File: config.mk
export PLATFORM = sky130hd
export DESIGN_NAME = circular_deque_with_id_search
export DESIGN_NICKNAME = d
export VERILOG_FILES = /design/src/hdl/cdq_pkg.sv /design/src/hdl/cdq_ctrl.sv /design/src/hdl/cdq_dpath.sv /design/src/hdl/circular_deque_with_id_search.sv
export SDC_FILE = /design/constraint.sdc
export NUM_CORES = 1
export LEC_CHECK = 0
export BUFFER_PORTS_ARGS = -buffer_cell sky130_fd_sc_hd__buf_2
export CAP_MARGIN = 20
export CORE_MARGIN = 2
export CORE_UTILIZATION = 35
export CTS_CLUSTER_SIZE = 12
export DETAILED_ROUTE_END_ITERATION = 6
export PLACE_DENSITY = 0.49
export SETUP_SLACK_MARGIN = 0.02
export SLEW_MARGIN = 40
export SYNTH_ARGS = -nofsm -noshare
export SYNTH_HDL_FRONTEND = slang
export SYNTH_HIERARCHICAL = 1
export SYNTH_SLANG_ARGS = --single-unit
File: constraint.sdc
create_clock -name clk -period 4.2 [get_ports clk]
set_input_delay 0.42 -clock clk [delete_from_list [all_inputs] [get_ports clk]]
set_output_delay 0.42 -clock clk [all_outputs]
set_load 0.05 [all_outputs]
File: src/hdl/cdq_pkg.sv
// shared types, codes and defaults for the circular deque with id search
package cdq_pkg;

	localparam int DEPTH_DEFAULT = 16;

	localparam logic [2:0] OP_PUSH_FRONT = 3'd0;
	localparam logic [2:0] OP_PUSH_BACK  = 3'd1;
	localparam logic [2:0] OP_POP_FRONT  = 3'd2;
	localparam logic [2:0] OP_POP_BACK   = 3'd3;
	localparam logic [2:0] OP_SEARCH     = 3'd4;

	localparam logic [1:0] ST_DONE      = 2'd0;
	localparam logic [1:0] ST_OVERFLOW  = 2'd1;
	localparam logic [1:0] ST_UNDERFLOW = 2'd2;

	typedef struct packed {
		logic [2:0]         opcode;
		logic signed [31:0] record_id;
	} cdq_req_t;

	typedef struct packed {
		logic [1:0] status;
		logic       found;
		logic [4:0] occupancy;
	} cdq_rsp_t;

	typedef struct packed {
		logic load;
		logic commit;
		logic scan_start;
		logic scan_run;
		logic post_search;
	} cdq_cmd_t;

	typedef struct packed {
		logic search_go;
		logic out_free;
		logic scan_end;
	} cdq_stat_t;

endpackage

File: src/hdl/cdq_ctrl.sv
// sequencer for the deque: accept, execute, scan, finish
module cdq_ctrl (
	input  logic              clk,
	input  logic              arst_n,
	input  logic              req_valid,
	output logic              req_ready,
	output cdq_pkg::cdq_cmd_t cmd,
	input  cdq_pkg::cdq_stat_t stat
);

	localparam logic [1:0] S_IDLE   = 2'd0;
	localparam logic [1:0] S_EXEC   = 2'd1;
	localparam logic [1:0] S_SCAN   = 2'd2;
	localparam logic [1:0] S_FINISH = 2'd3;

	logic [1:0] state_q;
	logic [1:0] state_nxt;

	always_comb begin
		state_nxt = state_q;
		cmd       = '0;
		req_ready = 1'b0;
		unique case (state_q)
			S_IDLE: begin
				req_ready = 1'b1;
				if (req_valid) begin
					cmd.load  = 1'b1;
					state_nxt = S_EXEC;
				end
			end
			S_EXEC: begin
				if (stat.search_go) begin
					cmd.scan_start = 1'b1;
					state_nxt      = S_SCAN;
				end else if (stat.out_free) begin
					cmd.commit = 1'b1;
					state_nxt  = S_IDLE;
				end
			end
			S_SCAN: begin
				cmd.scan_run = 1'b1;
				if (stat.scan_end) begin
					state_nxt = S_FINISH;
				end
			end
			S_FINISH: begin
				if (stat.out_free) begin
					cmd.post_search = 1'b1;
					state_nxt       = S_IDLE;
				end
			end
			default: begin
				state_nxt = S_IDLE;
			end
		endcase
	end

	always_ff @(posedge clk or negedge arst_n) begin
		if (!arst_n) begin
			state_q <= S_IDLE;
		end else begin
			state_q <= state_nxt;
		end
	end

endmodule

File: src/hdl/cdq_dpath.sv
// deque datapath: pointers, count, id store, scan compare and result register
module cdq_dpath #(
	parameter int DEPTH = cdq_pkg::DEPTH_DEFAULT
) (
	input  logic               clk,
	input  logic               arst_n,
	input  cdq_pkg::cdq_req_t  req,
	output cdq_pkg::cdq_rsp_t  rsp,
	output logic               rsp_valid,
	input  logic               rsp_ready,
	input  cdq_pkg::cdq_cmd_t  cmd,
	output cdq_pkg::cdq_stat_t stat
);

	localparam int IDX_W = (DEPTH > 1) ? $clog2(DEPTH) : 1;
	localparam int CNT_W = $clog2(DEPTH + 1);
	localparam int SUM_W = IDX_W + 1;
	localparam logic [IDX_W-1:0] LAST_SLOT = IDX_W'(DEPTH - 1);
	localparam logic [CNT_W-1:0] FULL_CNT  = CNT_W'(DEPTH);
	localparam logic [SUM_W-1:0] DEPTH_SUM = SUM_W'(DEPTH);

	logic [31:0]        mem [DEPTH];
	cdq_pkg::cdq_req_t  req_q;
	logic [IDX_W-1:0]   front_q;
	logic [CNT_W-1:0]   count_q;
	logic [IDX_W-1:0]   scan_slot_q;
	logic [CNT_W-1:0]   scan_left_q;
	logic [31:0]        rd_data_s1;
	logic               rd_vld_s1;
	logic               hit_q;
	cdq_pkg::cdq_rsp_t  rsp_q;
	logic               rsp_valid_q;

	logic [IDX_W-1:0]   front_dec;
	logic [IDX_W-1:0]   front_inc;
	logic [IDX_W-1:0]   scan_inc;
	logic [SUM_W-1:0]   back_sum;
	logic [IDX_W-1:0]   back_slot;
	logic               full;
	logic               empty;
	logic               match;
	logic               rd_en;

	logic               mem_we;
	logic [IDX_W-1:0]   mem_waddr;
	logic [IDX_W-1:0]   front_nxt;
	logic [CNT_W-1:0]   count_nxt;
	logic [1:0]         status_nxt;

	assign full      = (count_q == FULL_CNT);
	assign empty     = (count_q == '0);
	assign front_dec = (front_q == '0) ? LAST_SLOT : front_q - 1'b1;
	assign front_inc = (front_q == LAST_SLOT) ? '0 : front_q + 1'b1;
	assign scan_inc  = (scan_slot_q == LAST_SLOT) ? '0 : scan_slot_q + 1'b1;

	// slot after the back entry, one conditional subtract for the wrap
	always_comb begin
		back_sum  = {1'b0, front_q} + SUM_W'(count_q);
		back_slot = (back_sum >= DEPTH_SUM) ? IDX_W'(back_sum - DEPTH_SUM)
			: back_sum[IDX_W-1:0];
	end

	// decode of a non-search operation
	always_comb begin
		mem_we     = 1'b0;
		mem_waddr  = back_slot;
		front_nxt  = front_q;
		count_nxt  = count_q;
		status_nxt = cdq_pkg::ST_DONE;
		unique case (req_q.opcode)
			cdq_pkg::OP_PUSH_FRONT: begin
				if (full) begin
					status_nxt = cdq_pkg::ST_OVERFLOW;
				end else begin
					mem_we    = 1'b1;
					mem_waddr = front_dec;
					front_nxt = front_dec;
					count_nxt = count_q + 1'b1;
				end
			end
			cdq_pkg::OP_PUSH_BACK: begin
				if (full) begin
					status_nxt = cdq_pkg::ST_OVERFLOW;
				end else begin
					mem_we    = 1'b1;
					count_nxt = count_q + 1'b1;
				end
			end
			cdq_pkg::OP_POP_FRONT: begin
				if (empty) begin
					status_nxt = cdq_pkg::ST_UNDERFLOW;
				end else begin
					front_nxt = front_inc;
					count_nxt = count_q - 1'b1;
				end
			end
			cdq_pkg::OP_POP_BACK: begin
				if (empty) begin
					status_nxt = cdq_pkg::ST_UNDERFLOW;
				end else begin
					count_nxt = count_q - 1'b1;
				end
			end
			default: begin
				status_nxt = cdq_pkg::ST_DONE;
			end
		endcase
	end

	assign match = rd_vld_s1 && (rd_data_s1 == $unsigned(req_q.record_id));
	assign rd_en = cmd.scan_run && (scan_left_q != '0) && !match;

	assign stat.search_go = (req_q.opcode == cdq_pkg::OP_SEARCH) && !empty;
	assign stat.out_free  = !rsp_valid_q || rsp_ready;
	assign stat.scan_end  = match || ((scan_left_q == '0) && !rd_vld_s1);

	// id store
	always_ff @(posedge clk) begin
		if (cmd.commit && mem_we) begin
			mem[mem_waddr] <= $unsigned(req_q.record_id);
		end
		if (rd_en) begin
			rd_data_s1 <= mem[scan_slot_q];
		end
	end

	always_ff @(posedge clk) begin
		if (cmd.load) begin
			req_q <= req;
		end
		if (cmd.scan_start) begin
			scan_slot_q <= front_q;
			scan_left_q <= count_q;
		end else if (rd_en) begin
			scan_slot_q <= scan_inc;
			scan_left_q <= scan_left_q - 1'b1;
		end
		if (cmd.commit) begin
			rsp_q.status    <= status_nxt;
			rsp_q.found     <= 1'b0;
			rsp_q.occupancy <= 5'(count_nxt);
		end else if (cmd.post_search) begin
			rsp_q.status    <= cdq_pkg::ST_DONE;
			rsp_q.found     <= hit_q;
			rsp_q.occupancy <= 5'(count_q);
		end
	end

	always_ff @(posedge clk or negedge arst_n) begin
		if (!arst_n) begin
			front_q     <= '0;
			count_q     <= '0;
			rd_vld_s1   <= 1'b0;
			hit_q       <= 1'b0;
			rsp_valid_q <= 1'b0;
		end else begin
			if (cmd.commit) begin
				front_q <= front_nxt;
				count_q <= count_nxt;
			end
			if (cmd.scan_start) begin
				rd_vld_s1 <= 1'b0;
				hit_q     <= 1'b0;
			end else if (cmd.scan_run) begin
				rd_vld_s1 <= rd_en;
				if (match) begin
					hit_q <= 1'b1;
				end
			end
			if (cmd.commit || cmd.post_search) begin
				rsp_valid_q <= 1'b1;
			end else if (rsp_ready) begin
				rsp_valid_q <= 1'b0;
			end
		end
	end

	assign rsp       = rsp_q;
	assign rsp_valid = rsp_valid_q;

endmodule

File: src/hdl/circular_deque_with_id_search.sv
// top level of the circular deque of record ids with id search
// push, pop, unused opcodes, empty search: result registered in S_EXEC once the result register is free
// search: ids compared from the front in S_SCAN until a hit or past the last entry, result registered
// in S_FINISH once the result register is free; the sequencer then returns to idle for the next accept
// a waiting result that is not taken holds the finish of the next transaction until it leaves
// arst_n clears pointers, count and result valid at once; ids stay undefined; ready at release
module circular_deque_with_id_search #(
	parameter int DEPTH = cdq_pkg::DEPTH_DEFAULT
) (
	input  logic              clk,
	input  logic              arst_n,
	input  logic              req_valid,
	output logic              req_ready,
	input  cdq_pkg::cdq_req_t req,
	output logic              rsp_valid,
	input  logic              rsp_ready,
	output cdq_pkg::cdq_rsp_t rsp
);

	// command and status between sequencer and datapath
	cdq_pkg::cdq_cmd_t  cmd;
	cdq_pkg::cdq_stat_t stat;

	// sequencer: takes one transaction, runs it, waits for a free result slot
	cdq_ctrl u_ctrl (
		.clk       (clk),
		.arst_n    (arst_n),
		.req_valid (req_valid),
		.req_ready (req_ready),
		.cmd       (cmd),
		.stat      (stat)
	);

	// datapath: front pointer, count, id store, one compare per cycle on search,
	// result register so the next transaction can start while a result waits
	cdq_dpath #(
		.DEPTH (DEPTH)
	) u_dpath (
		.clk       (clk),
		.arst_n    (arst_n),
		.req       (req),
		.rsp       (rsp),
		.rsp_valid (rsp_valid),
		.rsp_ready (rsp_ready),
		.cmd       (cmd),
		.stat      (stat)
	);

endmodule
==> results of run 1 <==
[cell families after synthesis]
kind of cell,after synthesis,synth area share
AO/OA/AOI/OAI,180,0.0544
XOR/XNOR,45,0.0165
adder cells (fa/ha/maj),11,0.00606
buffers and inverters,75,0.0156
flip-flops,610,0.762
multiplexers,200,0.117
AND/OR/NAND/NOR,142,0.0286
[layout make-up]
class                           instances  area (sq um)  share of cell area
Clock inverter                         29           235             0.00833
Inverter                               12          45.0             0.00160
Clock buffer                           90          1850              0.0655
Multi-Input combinational cell        578          5470               0.194
Timing Repair Buffer                  158          1300              0.0459
Tap cell                              873          1090              0.0387
Sequential cell                       610         18200               0.646
[worst max-delay path, cell delays in order (launching register included)]
cell and delay (ns):
dfrtp_1 0.46, inv_1 0.19, ha_1 0.28, or4b_4 0.54
and3_2 0.24, nor3_1 0.20, and3_1 0.30, nor2b_1 0.21
nand2_1 0.26, nor2_4 0.18, buf_4 0.38
[state kept, by name, summed over array words and instances (netlist names)]
signal,count
u_dpath/req_q,35
u_dpath/scan_slot_q,4
u_ctrl/state_q,2
u_dpath/rsp_valid,1
u_dpath/scan_left_q,5
u_dpath/front_q,4
u_dpath/mem,512
u_dpath/rd_vld_s1,1
u_dpath/hit_q,1
u_dpath/rd_data_s1,32
u_dpath/count_q,5
u_dpath/rsp,8
[layout by cell type (no fill, tap or decap), types with 3 or more instances in the layout]
master         synthesis  routed
o31ai_1                4       4
nand2b_1               8       8
dlygate4sd3_1          0      32
nand4_1                9       9
inv_1                 11      11
and2_1                 9       7
dfrtp_1               14      14
ha_1                  10      10
edfxtp_1             595     595
nor2_1                31      15
xnor2_1               39      39
a221oi_1              65      65
buf_2                 23      56
a31oi_1                3       3
nand3_1                7       7
nor3_1                 6       6
mux2i_1              133     133
a22oi_1               36      36
o21ai_0               45      45
xor2_1                 6       6
buf_12                 0      13
mux4_2                64      64
buf_4                 14      55
mux2_2                 3       3
nand2_1               54      54
nor2_4                 0      16
clkinv_2               0      10
clkbuf_1              24      19
bufinv_16              0       3
a21oi_1               12      12
clkinv_1               1      13
clkbuf_16              0      71
nor2b_1                5       3
[timing repair]
action / 4_1_cts / 5_1_grt
endpoints found under the hold margin: 45 / 0
resized for setup: 0 / 0
hold buffers: 32 / 0
[worst max-delay path by stage]
stage	from	endpoint	slack, ns	cells past startpoint
2_1_floorplan	u_dpath/count_q[1]$_DFFE_PN0P_	u_dpath/mem[12][0]$_DFFE_PP_	-0.1	9
6_report	u_dpath/count_q[1]$_DFFE_PN0P_	u_dpath/mem[12][17]$_DFFE_PP_	0.55	10
3_3_place_gp	u_dpath/count_q[1]$_DFFE_PN0P_	u_dpath/mem[12][17]$_DFFE_PP_	0.55	10
5_1_grt	u_dpath/count_q[1]$_DFFE_PN0P_	u_dpath/mem[12][14]$_DFFE_PP_	0.35	10
4_1_cts	u_dpath/count_q[1]$_DFFE_PN0P_	u_dpath/mem[12][20]$_DFFE_PP_	0.53	10
3_5_place_dp	u_dpath/count_q[1]$_DFFE_PN0P_	u_dpath/mem[12][17]$_DFFE_PP_	0.56	10
[layer usage]
metal	global-route usage	up-vias	routed length (um)
met5	0	-	0
met4	0.0443	0	952
met1	0.227	6384	25600
li1	-	5489	-
met2	0.261	266	26900
met3	0.0251	75	2410
[stage by stage]
stage	setup WS, ns	std cells
global route	0.346	2350
global placement	0.554	2189
finish	0.552	2350
floorplan	-0.0971	1263
CTS	0.530	2350
detailed placement	0.562	2199
[power by group]
group / internal, uW / total (uW) / leakage (uW) / switching (uW)
clock network: 3280 / 5610 / 0.00102 / 2330
logic: 1660 / 4440 / 0.00280 / 2790
registers: 7520 / 7930 / 0.00555 / 407
==> out/qor.yml, run 1 <==
hold_path_class: "input port to flop"
rsz0062_at_grt: "no"
synth_top_area_cell: "edfxtp_1"
pwr_density_cell_nw_per_um2: 637
via_count: 12200
maxCapViolations: 0
fp-row-count: 95
final_core_util: 0.419
io_pins: 49
required_ns: 4.44
htree_levels: 3
cts_tree: "built"
insertion_delay_ns: 0.60
gp_congestion: 0.758
post_synth_most_frequent_cells: "edfxtp_1 (595), mux2i_1 (133), a221oi_1 (65), mux4_2 (64), nand2_1 (54)"
synth-async-reset-ratio: 0.0230
peakVddDrop_mv: 0.354
start_kind: "flop"
clockRootBuffer: "clkbuf_16"
finalHoldViolCount: 0
numPortBuffers: 48
p_leak_uw: 0.00937
syn_to_final_growth_pct: 17.9
fmax_mhz: 274
postCtsSetupBuffers: 0
r2r_cells: 10
nNetsFinal: 1479
synth-edff-count: 595
start_util: 0.355
rr_endpoint: "u_dpath/mem[12][17]$_DFFE_PP_"
cts_buffers: 69
synthTopCellsByArea: "edfxtp_1 (75%), mux4_2 (6.0%), mux2i_1 (5.6%)"
fin_area_sq_um: 28200
hold_start: "req[15]"
finalCritPeriodShare: 0.869
relSlewSlack: 0.486
maxSlewViolCount: 0
min_to: "u_dpath/req_q[15]$_DFFE_PP_"
avgSynthCellArea_sq_um: 19.0
setup_tns_ns: 0
syn-num-nets: 1313
grt_pass1_vias: 12600
crit_type: "flop to flop"
die_h_um: 266
holdPathStages: 1
die_w_um: 266
total_power_uw: 18000
wire_per_inst_um: 23.8
critical_path_arrival_ns: 3.88
fin_skew_ns: 0.0229
dp_hpwl_mm: 32.9
synth_seq_cells: 610
worstMarginPinSlew_ns: 0.770
antenna_found_initial: 0
fill_cells: 5880
cts_sinks: 610
yosysWarnings: 6
route.detailed.drc: 0
final_layout_size_suffix_gt1_frac: 0.211
first_iter_violations: 1006
drt_first_pass_iters: 5
gr-total-overflow: 0
min_period_ns: 3.65
ys_types: 55
setup_viol: 0
antenna_cells: 0
synth.cell_area_sq_um: 23900
antenna_left: 0
r2r_setup_slack_ns: 0.55
clk_path_buf_depth: 3
status: "finished clean"
placed_area_sq_um: 25800
vias_per_cell: 5.20
hold_ws_ns: 0.0386
die_area_sq_um: 70500
reg2reg_from: "u_dpath/count_q[1]$_DFFE_PN0P_"
ys.flop_type: "edfxtp_1"
path_clk_slew_ns: 0.06
grt_max_degree: 37
end_kind: "flop"
drt-total-wl_mm: 55.9
critPathMaxFanout: 23
yosysSeqAreaShare: 0.762
yosysMostFrequentCell: "edfxtp_1"
core-area_sq_um: 67400
synth_top_area_frac: 0.746
synth_cells: 1263
grt_pass1_wl_mm: 83.9
grtUsageTotal: 0.162
Power figures use the tool's default switching activity.
==> inputs of run 2 (changes only) <==
--- a/config.mk
+++ b/config.mk
@@ -9,6 +9,7 @@
 export CAP_MARGIN = 20
 export CORE_MARGIN = 2
 export CORE_UTILIZATION = 35
+export CTS_BUF_LIST = sky130_fd_sc_hd__clkbuf_4
 export CTS_CLUSTER_SIZE = 12
 export DETAILED_ROUTE_END_ITERATION = 6
 export PLACE_DENSITY = 0.49
==> out/qor.yml, run 2 (synthesis results as in run 1) <==
drt-total-wl_mm: 56.8  # +1.6%
critPathMaxFanout: 23  # unchanged
insertion_delay_ns: 1.02  # +0.42 ns
grtUsageMet2: 0.261  # -0.000354
peakVddDrop_mv: 0.257  # -28%
rsz0062_at_grt: "no"
io_pins: 49  # unchanged
fmax_mhz: 273  # -0.31%
numPortBuffers: 48  # unchanged
min_to: "u_dpath/req_q[29]$_DFFE_PP_"
ctsResizeCount: 0  # unchanged
relSlewSlack: 0.480  # -0.00606
start_kind: "flop"
htree_levels: 4  # +1
core-area_sq_um: 67400  # unchanged
hold_start: "req[29]"
maxSlewViolCount: 0  # unchanged
top_regs: "u_dpath/mem (512), u_dpath/req_q (35), u_dpath/rd_data_s1 (32)"
worstMarginPinSlew_ns: 0.779  # +0.00909 ns
die_w_um: 266  # unchanged
nNetsFinal: 1586  # +7.2%
die_h_um: 266  # unchanged
setup_tns_ns: 0  # unchanged
largest_reg_flops: 512  # unchanged
grt_pass1_vias: 13500  # +6.9%
final_common_cell: "edfxtp_1"
final_layout_size_suffix_gt1_frac: 0.295  # +0.0845
status: "finished clean"
finalCritPeriodShare: 0.871  # +0.00270
cts_buffers: 165  # +140%
cp_num_buf_inv: 2  # unchanged
end_kind: "flop"
rr_endpoint: "u_dpath/mem[12][23]$_DFFE_PP_"
die_area_sq_um: 70500  # unchanged
p_leak_uw: 0.00969  # +3.4%
grt-busiest-layer: "met2"
final_core_util: 0.422  # +0.00308
antenna_left: 0  # unchanged
use_met3: 0.0440  # +0.0189
finalHoldViolCount: 0  # unchanged
wire_per_inst_um: 22.4  # -5.8%
slowest_stage: "or4b_4"
regMostFlops: "u_dpath/mem"
gp_congestion: 0.758  # unchanged
first_iter_violations: 876  # -13%
holdPathStages: 2  # +1
cts_tree: "built"
min_period_ns: 3.66  # +0.0114 ns
grt_pass1_wl_mm: 84.8  # +1.0%
maxCapViolations: 0  # unchanged
route.detailed.drc: 0  # unchanged
pwr_density_cell_nw_per_um2: 626  # -1.8%
r2r_setup_slack_ns: 0.54  # about the same
via_count: 12900  # +5.9%
postCtsSetupBuffers: 0  # unchanged
clockRootBuffer: "clkbuf_4"
start_util: 0.355  # unchanged
drt_first_pass_iters: 6  # +1
syn_to_final_growth_pct: 18.7
grt_max_degree: 37  # unchanged
cts_hold_buf: 42  # +31%
path_clk_slew_ns: 0.06  # about the same
critical_path_arrival_ns: 4.31  # +0.43 ns
fill_cells: 5978  # +1.7%
crit_type: "flop to flop"
vias_per_cell: 5.10  # -1.8%
critPathMaxStageDelay_ns: 0.55  # about the same
fin_skew_ns: 0.0740  # +0.0510 ns
grtUsageTotal: 0.165  # +0.00348
met1_usage: 0.218  # -0.00942
setup_viol: 0  # unchanged
reg2reg_from: "u_dpath/count_q[1]$_DFFE_PN0P_"
hold_path_class: "input port to flop"
fp-row-count: 95  # unchanged
r2r_cells: 10  # unchanged
dp_hpwl_mm: 32.9  # unchanged
antenna_found_initial: 2  # +2
clk_path_buf_depth: 3  # unchanged
path_cells: "inv_1, ha_1, or4b_4, and3_2, nor3_1, and3_1, nor2b_1, nand2_1, nor2_4, buf_4"
gr-total-overflow: 0  # unchanged
cts_sinks: 610  # unchanged
cp_top_family: "simple AND/OR/NAND/NOR gates"
layout_common_cells: "edfxtp_1 (595), clkbuf_4 (251), mux2i_1 (133), a221oi_1 (65), mux4_2 (64)"
required_ns: 4.85  # +0.41 ns
## run 2: worst max path at each step
stage | start | endpoint | slack [ns] | cells after the start
2_1_floorplan | u_dpath/count_q[1]$_DFFE_PN0P_ | u_dpath/mem[12][0]$_DFFE_PP_ | -0.1 | 9
3_3_place_gp | u_dpath/count_q[1]$_DFFE_PN0P_ | u_dpath/mem[12][17]$_DFFE_PP_ | 0.55 | 10
3_5_place_dp | u_dpath/count_q[1]$_DFFE_PN0P_ | u_dpath/mem[12][17]$_DFFE_PP_ | 0.56 | 10
4_1_cts | u_dpath/count_q[1]$_DFFE_PN0P_ | u_dpath/mem[0][2]$_DFFE_PP_ | 0.52 | 10
5_1_grt | u_dpath/count_q[1]$_DFFE_PN0P_ | u_dpath/mem[0][2]$_DFFE_PP_ | 0.33 | 10
6_report | u_dpath/count_q[1]$_DFFE_PN0P_ | u_dpath/mem[12][23]$_DFFE_PP_ | 0.54 | 10
## run 2: cell type report
| type | instances | area (sq um) | area share |
|---|---|---|---|
| timing repair buffer | 169 | 1400 | 0.0493 |
| inverter | 12 | 45.0 | 0.00158 |
| sequential | 610 | 18200 | 0.641 |
| multi-input combinational | 578 | 5470 | 0.192 |
| clock buffer | 251 | 1880 | 0.0663 |
| clock inverter | 34 | 282 | 0.00990 |
| tap | 873 | 1090 | 0.0384 |
| antenna | 8 | 20.0 | 0.000704 |
## run 2: per-stage QoR
step	setup slack, ns	area, sq um	instances	hold WS [ns]	total power (uW)
floorplan	-0.0971	23900	1263	0.124	10800
global placement	0.554	25800	2189	0.358	12400
detailed placement	0.562	25800	2199	0.352	12500
CTS	0.520	28400	2526	0.00494	18100
global route	0.327	28400	2535	0.0301	18800
finish	0.541	28400	2535	0.117	17800
## run 2: where the power goes
group / switching (uW) / leakage (uW) / total (uW) / internal [uW]
Clock: 2390 / 0.00129 / 5400 / 3010
Sequential: 410 / 0.00555 / 7930 / 7520
Combinational: 2800 / 0.00285 / 4470 / 1660
Total: 5600 / 0.00969 / 17800 / 12200
## run 2: routing by layer
| layer | share of wire | routed length, um |
|---|---|---|
| met5 | 0 | 0 |
| met4 | 0.021 | 1170 |
| met3 | 0.053 | 3020 |
| met2 | 0.48 | 27200 |
| met1 | 0.45 | 25300 |
==> inputs of run 3 (changes only) <==
--- a/config.mk
+++ b/config.mk
@@ -12,6 +12,7 @@
 export CTS_BUF_LIST = sky130_fd_sc_hd__clkbuf_4
 export CTS_CLUSTER_SIZE = 12
 export DETAILED_ROUTE_END_ITERATION = 6
+export MAX_ROUTING_LAYER = met4
 export PLACE_DENSITY = 0.49
 export SETUP_SLACK_MARGIN = 0.02
 export SLEW_MARGIN = 40
==> out/qor.yml, run 3 (synthesis results as in run 1) <==
clock_power_share: 0.303  # about the same
fill_cells: 5979  # +0.017%
start_kind: "flop"
p_comb_frac: 0.251  # about the same
fin_area_sq_um: 28400  # unchanged
grt_max_degree: 37  # unchanged
rsz0062_at_grt: "no"
die_h_um: 266  # unchanged
finalWorstSetupSlack_ns: 0.546  # +0.00478 ns
nNetsFinal: 1586  # unchanged
final_common_cell: "edfxtp_1"
required_ns: 4.83  # -0.02 ns
finalHoldViolCount: 0  # unchanged
fmax_mhz: 274  # +0.13%
clockRootBuffer: "clkbuf_4"
hold_path_class: "input port to flop"
cts_tree: "built"
die_w_um: 266  # unchanged
critPathMaxStageDelay_ns: 0.54  # about the same
r2r_cells: 10  # unchanged
insertion_delay_ns: 1.02  # about the same
antenna_left: 0  # unchanged
postCtsSetupBuffers: 0  # unchanged
multiInputGateArea_sq_um: 5470  # unchanged
hold_ws_ns: 0.123  # +0.00639 ns
critical_path_arrival_ns: 4.28  # -0.03 ns
cts_sinks: 610  # unchanged
intPower_uw: 12200  # about the same
fin_skew_ns: 0.0714  # -0.00254 ns
grt_pass1_vias: 13500  # -0.059%
route.detailed.drc: 0  # unchanged
end_kind: "flop"
slowest_stage: "or4b_4"
antenna_found_initial: 2  # unchanged
holdPathStages: 2  # unchanged
worstMarginPinSlew_ns: 0.776  # -0.00335 ns
regArea_sq_um: 18200  # unchanged
first_iter_violations: 862  # -1.6%
maxSlewViolCount: 0  # unchanged
placed_area_sq_um: 25800  # unchanged
cts_buffers: 165  # unchanged
peakVddDrop_mv: 0.258  # +0.47%
syn_to_final_growth_pct: 18.7  # unchanged
core-area_sq_um: 67400  # unchanged
pre_cts_ws_ns: 0.562  # unchanged
finalCritPeriodShare: 0.870  # -0.00114
crit_type: "flop to flop"
via_count: 12900  # -0.22%
layout_common_cells: "edfxtp_1 (595), clkbuf_4 (251), mux2i_1 (133), a221oi_1 (65), mux4_2 (64)"
maxCapViolations: 0  # unchanged
setup_viol: 0  # unchanged
gp_congestion: 0.768  # +1.4%
vias_per_cell: 5.09  # -0.22%
drt-total-wl_mm: 56.8  # about the same
min_period_ns: 3.65  # -0.00478 ns
wire_per_inst_um: 22.4  # about the same
grt_pass1_wl_mm: 84.7  # about the same
critPathMaxFanout: 21  # -8.7%
numPortBuffers: 48  # unchanged
path_clk_slew_ns: 0.06  # about the same
seqPwrFrac: 0.446  # about the same
drt_first_pass_iters: 6  # unchanged
clk_path_buf_depth: 3  # unchanged
grtUsageTotal: 0.170  # +0.00487
final_layout_size_suffix_gt1_frac: 0.295  # unchanged
p_leak_uw: 0.00969  # unchanged
final_core_util: 0.422  # unchanged
relSlewSlack: 0.483  # +0.00224
top_regs: "u_dpath/mem (512), u_dpath/req_q (35), u_dpath/rd_data_s1 (32)"
path_cells: "inv_1, ha_1, or4b_4, and3_2, nor3_1, and3_1, nor2b_1, nand2_1, nor2_4, buf_4"
pwr_density_cell_nw_per_um2: 626  # about the same
htree_levels: 4  # unchanged
dp_hpwl_mm: 32.9  # unchanged
die_area_sq_um: 70500  # unchanged
regMostFlops: "u_dpath/mem"
io_pins: 49  # unchanged
fp-row-count: 95  # unchanged
largest_reg_flops: 512  # unchanged
netSwitchingPower_uw: 5600  # about the same
start_util: 0.355  # unchanged
status: "finished clean"
ctsResizeCount: 0  # unchanged
gr-total-overflow: 0  # unchanged
switching_share: 0.315  # about the same
## run 3: worst paths after layout
kind	start	to	slack, ns
max	u_dpath/count_q[1]$_DFFE_PN0P_	u_dpath/mem[0][16]$_DFFE_PP_	0.55
min	req[34]	u_dpath/req_q[34]$_DFFE_PP_	0.12
max reg2reg	u_dpath/count_q[1]$_DFFE_PN0P_	u_dpath/mem[0][16]$_DFFE_PP_	0.55
min reg2reg	u_dpath/rsp[5]$_SDFFE_PP0P_	u_dpath/rsp[5]$_SDFFE_PP0P_	0.51
max in group asynchronous	arst_n	u_dpath/front_q[2]$_DFFE_PN0P_	3.44
min in group asynchronous	arst_n	u_dpath/front_q[3]$_DFFE_PN0P_	0.47
## run 3: cell type report
class / count / area share
antenna: 8 / 0.000704
clock buffer: 251 / 0.0663
clock inverter: 34 / 0.00990
inverter: 12 / 0.00158
multi-input combinational: 578 / 0.192
sequential: 610 / 0.641
tap: 873 / 0.0384
timing repair buffer: 169 / 0.0493
## run 3: routing by layer
layer / share of wire / global-route usage
met3: 0.053 / 0.0408
met4: 0.020 / 0.0675
met2: 0.48 / 0.260
met1: 0.45 / 0.219
met5: 0 / -
## run 3: worst max-delay path, delay by kind of cell, from the launching register on
kind                       cells  cell delay (ns)
buffers and inverters          2             0.57
and+or+nand+nor                7             1.95
DFF                            1             0.46
adders and majority gates      1             0.28
## run 3: stage by stage
| step | std cells | setup TNS [ns] | total power [uW] |
|---|---|---|---|
| floorplan | 1263 | -21.20 | 10800 |
| global route | 2535 | 0 | 18700 |
| global placement | 2189 | 0 | 12400 |
| finish | 2535 | 0 | 17800 |
| detailed placement | 2199 | 0 | 12500 |
| CTS | 2526 | 0 | 18100 |
## run 3: power by group through the flow
stage / Combinational (uW) / Clock [uW] / Sequential [uW]
2_1_floorplan: 2700 / 0 / 8070
3_3_place_gp: 4310 / 0 / 8070
3_5_place_dp: 4480 / 0 / 8060
4_1_cts: 4530 / 5610 / 7930
5_1_grt: 4830 / 5920 / 7990
6_report: 4470 / 5400 / 7930
## run 3: what timing repair did
item / CTS / global route
hold endpoints to repair: 53 / 14
hold buffers: 42 / 1
setup endpoints to repair: 0 / 0
